$ cat src/sv/lgs_ram.sv
// generic simple dual port ram with registered read
`default_nettype none

module lgs_ram #(
    parameter int WIDTH = 64,
    parameter int DEPTH = 64
) (
    input  wire logic                     aclk,
    input  wire logic                     we,
    input  wire logic [$clog2(DEPTH)-1:0] waddr,
    input  wire logic [WIDTH-1:0]         wdata,
    input  wire logic [$clog2(DEPTH)-1:0] raddr,
    output logic      [WIDTH-1:0]         rdata
);

    logic [WIDTH-1:0] mem [DEPTH];

    always_ff @(posedge aclk) begin
        if (we) begin
            mem[waddr] <= wdata;
        end
        rdata <= mem[raddr];
    end

endmodule

`default_nettype wire

$ cat config.mk
export PLATFORM = sky130hd
export DESIGN_NAME = lgs_ram
export DESIGN_NICKNAME = d
export VERILOG_FILES = /design/src/sv/lgs_ram.sv
export SDC_FILE = /design/constraint.sdc
export NUM_CORES = 2
export LEC_CHECK = 0
export BUFFER_PORTS_ARGS = -buffer_cell sky130_fd_sc_hd__buf_2
export CORE_MARGIN = 2
export CORE_UTILIZATION = 60
export CTS_CLUSTER_DIAMETER = 150
export DETAILED_ROUTE_END_ITERATION = 12
export PLACE_DENSITY = 0.79
export SLEW_MARGIN = 5
export SYNTH_ARGS = -nofsm -noshare
export SYNTH_HDL_FRONTEND = slang
export SYNTH_SLANG_ARGS = --single-unit
$ cat constraint.sdc
create_clock -name aclk -period 7.1 [get_ports aclk]
set_clock_uncertainty 0.15 [all_clocks]
set_input_delay 0.355 -clock aclk [delete_from_list [all_inputs] [get_ports aclk]]
set_output_delay 0.355 -clock aclk [all_outputs]
set_load 0.02 [all_outputs]
# == Word level (Yosys, flattened, before mapping) ==
# Memories as Yosys holds them, arrays and structs flattened. A register that Yosys moved wholly into a read port is not among the register bits.
# Index checks and enable logic that the tools add are counted.
# W data, S select, Z words.
# classes
mux,2
# ops
op,n
$mux W1,2
# totals
ff_bits,0
ramBits,4096
inputBits,78
out_inout_bits,64
elab_cells,3
n_memories,1
# mem_list
name,depth,word_bits,read_ports,rd_ports_with_merged_regs,write_ports,line_no,rtl
mem,64,64,1,1,1,16,logic [WIDTH-1:0] mem [DEPTH];

# == Longest topological paths before layout ==
# depth
depth_word,2
mapped_depth,9
depth_no_buf,5

# == Least setup slack after synthesis ==
# OpenSTA, ideal clock, no wires.
# synth_timing
path_type,input-to-reg
start,in waddr[3]
end,"mem mem[48][0], enable pin"
setup_ps,564
t_arrival_ps,5227
required_ps,6386
slack_ps,1159
path_stages,4
n_path_buf,1
path_cell_list,clkbuf_1 > nor2b_1 > nand4b_1 > nor3_1
# synth_lines
element,line_no,rtl
start: declaration,10,"input wire logic [$clog2(DEPTH)-1:0] waddr,"
end: declaration,16,
# Straight into the memory's write port.

# == Worst setup path after layout ==
# layout_timing
start,in waddr[2]
end,"mem mem[23][38], enable pin"
# Straight into the memory's write port.

==> run summary <==
For the pin with the worst max-slew slack, the measured transition is 1.337 ns. By area the synthesized netlist is led by sky130_fd_sc_hd__edfxtp_1, sky130_fd_sc_hd__mux4_2, sky130_fd_sc_hd__mux2i_1. The width of the die was 514.5 um.

The run gives 0 as the remaining global-route overflow. TritonCTS built the clock tree. Summed over all failing endpoints, the final setup total negative slack is 0 ns.

The class of the most critical setup path was in -> reg. The run gives 0 as the setup violation total in the final timing report. The kind of cell with the highest combined delay along the critical path is simple AND/OR/NAND/NOR gates. In this run the tool buffered the top-level ports with 141 buffer cells. The run gives 0 as the count of warnings emitted by yosys.

Clock-pin slew was measured on the worst setup and hold paths at 0.06 ns. Walking the worst path, the cells encountered are dlygate4sd3_1, buf_2, nand4_1, nor2_4, buf_4. Clock tree synthesis found a total of 4160 sinks.

Routability-driven placement finished with a final weighted congestion of 0.8423. By area, the combinational part of the netlist is dominated by multiplexers. The first global-routing pass estimated 625200 um of wire. Post-layout worst setup margin: 3.519 ns.

In the finished design, the share of the clock period the worst path needs comes to 50.43%. The flop and latch count out of synthesis is 4160, and the area of the mapped netlist is 0.1563 mm2. The H-tree depth was 5. In this run the static leakage power is 0.05445 uW.

Count of final hold-check violations: 0. Post-synthesis net count: 6676. Setup repair after global routing left no endpoint under its margin. Area inside the core boundary: 0.2595 mm2.

The share of synthesized area spent on multiplexers was 15.61%; the worst-case vdd ir drop was 0.2516 mV. The instance count of the mapped netlist was 6598; the ratio of routed vias to standard cells was 7.449. A synthesized cell averages 23.70 um2. The setup check on the worst reg-to-reg path leaves a slack of 4.61 ns. Number of buffers created by CTS: 404. The run gives 129 as the largest net degree at the start of global routing.

The post-route netlist has 27.03% of its cells at a drive strength greater than 1. The clock reaches the later pin of the worst-skew pair after 1.03 ns. The initial utilization of the core area, before any placement, comes to 60.26%.

For the count of final max-slew check failures, the log shows 0. The synthesized netlist devotes 0% of its cell area to adder and majority cells. Final critical delay including setup and external delays: 3.581 ns.

The synthesized-area fraction occupied by ao, oa, aoi and oai cells is 2.477%, and the count of max-cap constraint violations is 0. Dividing total power by cell area gives a power density of 288.9 mW/mm2. The tools report the maximum operating frequency as 279.3 MHz. The count of nets left with antenna violations once routing finished came out at 0.

The largest single stage delay on the critical path is 1.08 ns. Summing the areas of all xor and xnor instances in the mapped netlist gives 0% of the synthesized area. The filler cell count came out at 14460. Data on the critical path arrives at its endpoint at 4.04 ns. Summing the sequential cell areas from Yosys gives 79.49% of the chip area.

The tools report the initial antenna violation count as 35. Library cell contributing the largest single delay on the critical path: sky130_fd_sc_hd__nor2_4. The tools report the kind of start point of the critical path as a primary input. The simple-gate area share of the yosys netlist was 1.240%; the total placed instance area was 0.1617 mm2. The top-level I/O count was 142; the sum of buffers and inverters on the critical path was 3. The first detailed-routing pass ran for 6 iterations. The run gives 33 as the count of cell types in the netlist. The run gives 4 as the clock tree buffer depth. The layout overhead on the synthesized area was 11.76%; the row count was 187.

In this run the worst hold path is classified as in -> reg. After detailed routing, the number of remaining DRC violations is 0. The overall die height works out to 514.5 um. The logs give 81430 for the number of global-route vias before repair and 2.752 ns for the worst setup slack before clock tree synthesis. After the first detailed-routing iteration, the DRC count stood at 14150. The placed wire-length estimate after detailed placement was 214100 um. The tools report the endpoint required time on the critical path as 7.56 ns. The logs give 0.2647 mm2 for the area of the die and 79920 for the via count.

The top cell type by total area after synthesis was sky130_fd_sc_hd__edfxtp_1. For this run, the total global-route usage over all layers was measured as 34.17%. The overall power is 50490 uW, and the tightest slew margin relative to the limit is 10.86%. In this run the clock root is driven by a sky130_fd_sc_hd__clkbuf_16.

The final layout contains 7077 nets. Critical path capture point type: a register. The total detailed-routing wirelength is 447700 um. The tools report the post-cts resize count as 0.

After detailed routing, the average wire length per cell comes to 41.73 um. The final cell area excluding filler cells is 0.1747 mm2, and the area share of the largest cell type after synthesis is 78.67%. In this run the worst path has a maximum fanout of 41. The flow ran to the end, and the final reports show no timing, DRC or antenna violations.
-- power by group --
group	switching, uW	total [uW]	internal (uW)
Combinational	1580	2430	851
Sequential	152	27400	27200
Clock	9060	20700	11600
-- synth_stat cells --
master                      instances
sky130_fd_sc_hd__mux2i_1          135
sky130_fd_sc_hd__nor3_1             2
sky130_fd_sc_hd__a22oi_1          168
sky130_fd_sc_hd__a41oi_1           26
sky130_fd_sc_hd__buf_4             34
sky130_fd_sc_hd__nand4_1            2
sky130_fd_sc_hd__clkbuf_1         140
sky130_fd_sc_hd__o22ai_1           83
sky130_fd_sc_hd__a211oi_1          63
sky130_fd_sc_hd__nand2_1           58
sky130_fd_sc_hd__inv_1             19
sky130_fd_sc_hd__buf_2            170
sky130_fd_sc_hd__a31o_1             1
sky130_fd_sc_hd__or3b_2             1
sky130_fd_sc_hd__buf_6              6
sky130_fd_sc_hd__nand3b_1           2
sky130_fd_sc_hd__o221ai_1          38
sky130_fd_sc_hd__mux4_2          1024
sky130_fd_sc_hd__or3_1             29
sky130_fd_sc_hd__a2bb2oi_1         19
sky130_fd_sc_hd__nand4b_1           1
sky130_fd_sc_hd__nand2b_1          11
sky130_fd_sc_hd__dfxtp_1           64
sky130_fd_sc_hd__a22o_1            88
sky130_fd_sc_hd__and2_1             3
sky130_fd_sc_hd__or2_2             28
sky130_fd_sc_hd__a31oi_1           18
sky130_fd_sc_hd__nor2b_1           28
sky130_fd_sc_hd__buf_1             20
sky130_fd_sc_hd__edfxtp_1        4096
sky130_fd_sc_hd__and3_1            64
sky130_fd_sc_hd__nand3_1           45
sky130_fd_sc_hd__nor2_1           112
-- stage by stage --
step / util, % / hold WS, ns / std cells
4_1_cts: 67.33 / 0.0002354 / 10710
2_1_floorplan: - / 0.3039 / 6598
5_1_grt: 67.33 / 0.06885 / 10720
3_5_place_dp: 62.33 / 0.6265 / 9943
3_3_place_gp: 62.33 / 0.6272 / 9943
6_report: 67.34 / 0.03792 / 10730
-- metal layers --
metal	share of wire, %	routed length, um	track usage (%)
met1	31	140000	43.84
met2	48	213000	52.98
met3	14	62450	9.170
met4	7.2	32110	20.62
met5	0.028	127	0
-- timing repair --
action / 4_1_cts / 5_1_grt
buffers inserted: 0 / 0
hold endpoints to repair: 2756 / 0
hold buffers: 52 / 0
-- path summary, 6_finish.rpt --
kind                                       startpoint               endpoint  depth (start not counted)
worst min-delay path                        wdata[19]  mem[14][19]$_DFFE_PP_                          1
worst max-delay path                         waddr[2]  mem[23][38]$_DFFE_PP_                          5
worst min register to register  mem[60][34]$_DFFE_PP_      rdata[34]$_DFF_P_                          4
worst max register to register  mem[58][17]$_DFFE_PP_      rdata[17]$_DFF_P_                          5
-- worst register-to-register path, cell delays in order (launching register included) --
cell and delay, ns:
sky130_fd_sc_hd__edfxtp_1 0.41, sky130_fd_sc_hd__mux4_2 0.50, sky130_fd_sc_hd__mux2i_1 0.60, sky130_fd_sc_hd__o22ai_1 0.21, sky130_fd_sc_hd__a31oi_1 0.32, sky130_fd_sc_hd__a211oi_1 0.09
-- final cells by class --
| type | instances | area, um2 | share of cell area (%) |
|---|---|---|---|
| clock inverter | 186 | 1593 | 0.9115 |
| multi-input combinational | 2049 | 30780 | 17.61 |
| clock buffer | 532 | 10840 | 6.202 |
| timing repair buffer | 365 | 2878 | 1.647 |
| sequential | 4160 | 124300 | 71.12 |
| inverter | 19 | 71.32 | 0.04082 |
| antenna | 16 | 40.04 | 0.02291 |
| tap | 3402 | 4257 | 2.436 |
-- state kept, by name, indices dropped and copies added (netlist names) --
signal and cells:
rdata 64, mem 4096
-- layout by cell type (no fill, tap or decap), types with 55 or more instances in the layout --
cell / netlist / final
sky130_fd_sc_hd__a211oi_1: 63 / 63
sky130_fd_sc_hd__nand2_1: 58 / 55
sky130_fd_sc_hd__clkinv_2: 0 / 63
sky130_fd_sc_hd__mux2i_1: 135 / 135
sky130_fd_sc_hd__clkbuf_16: 0 / 410
sky130_fd_sc_hd__mux4_2: 1024 / 1024
sky130_fd_sc_hd__a22oi_1: 168 / 168
sky130_fd_sc_hd__o22ai_1: 83 / 83
sky130_fd_sc_hd__dfxtp_1: 64 / 64
sky130_fd_sc_hd__buf_4: 34 / 146
sky130_fd_sc_hd__nor2_4: 0 / 65
sky130_fd_sc_hd__clkbuf_1: 140 / 110
sky130_fd_sc_hd__buf_2: 170 / 138
sky130_fd_sc_hd__clkinv_1: 0 / 76
sky130_fd_sc_hd__and3_1: 64 / 64
sky130_fd_sc_hd__edfxtp_1: 4096 / 4096
sky130_fd_sc_hd__a22o_1: 88 / 88
-- cells by family after synthesis --
group,Yosys count
multiplexers,1159
AO/OA/AOI/OAI,504
AND/OR/NAND/NOR,386
buffers and inverters,389
flip-flops,4160
Power figures use the tool's default switching activity.
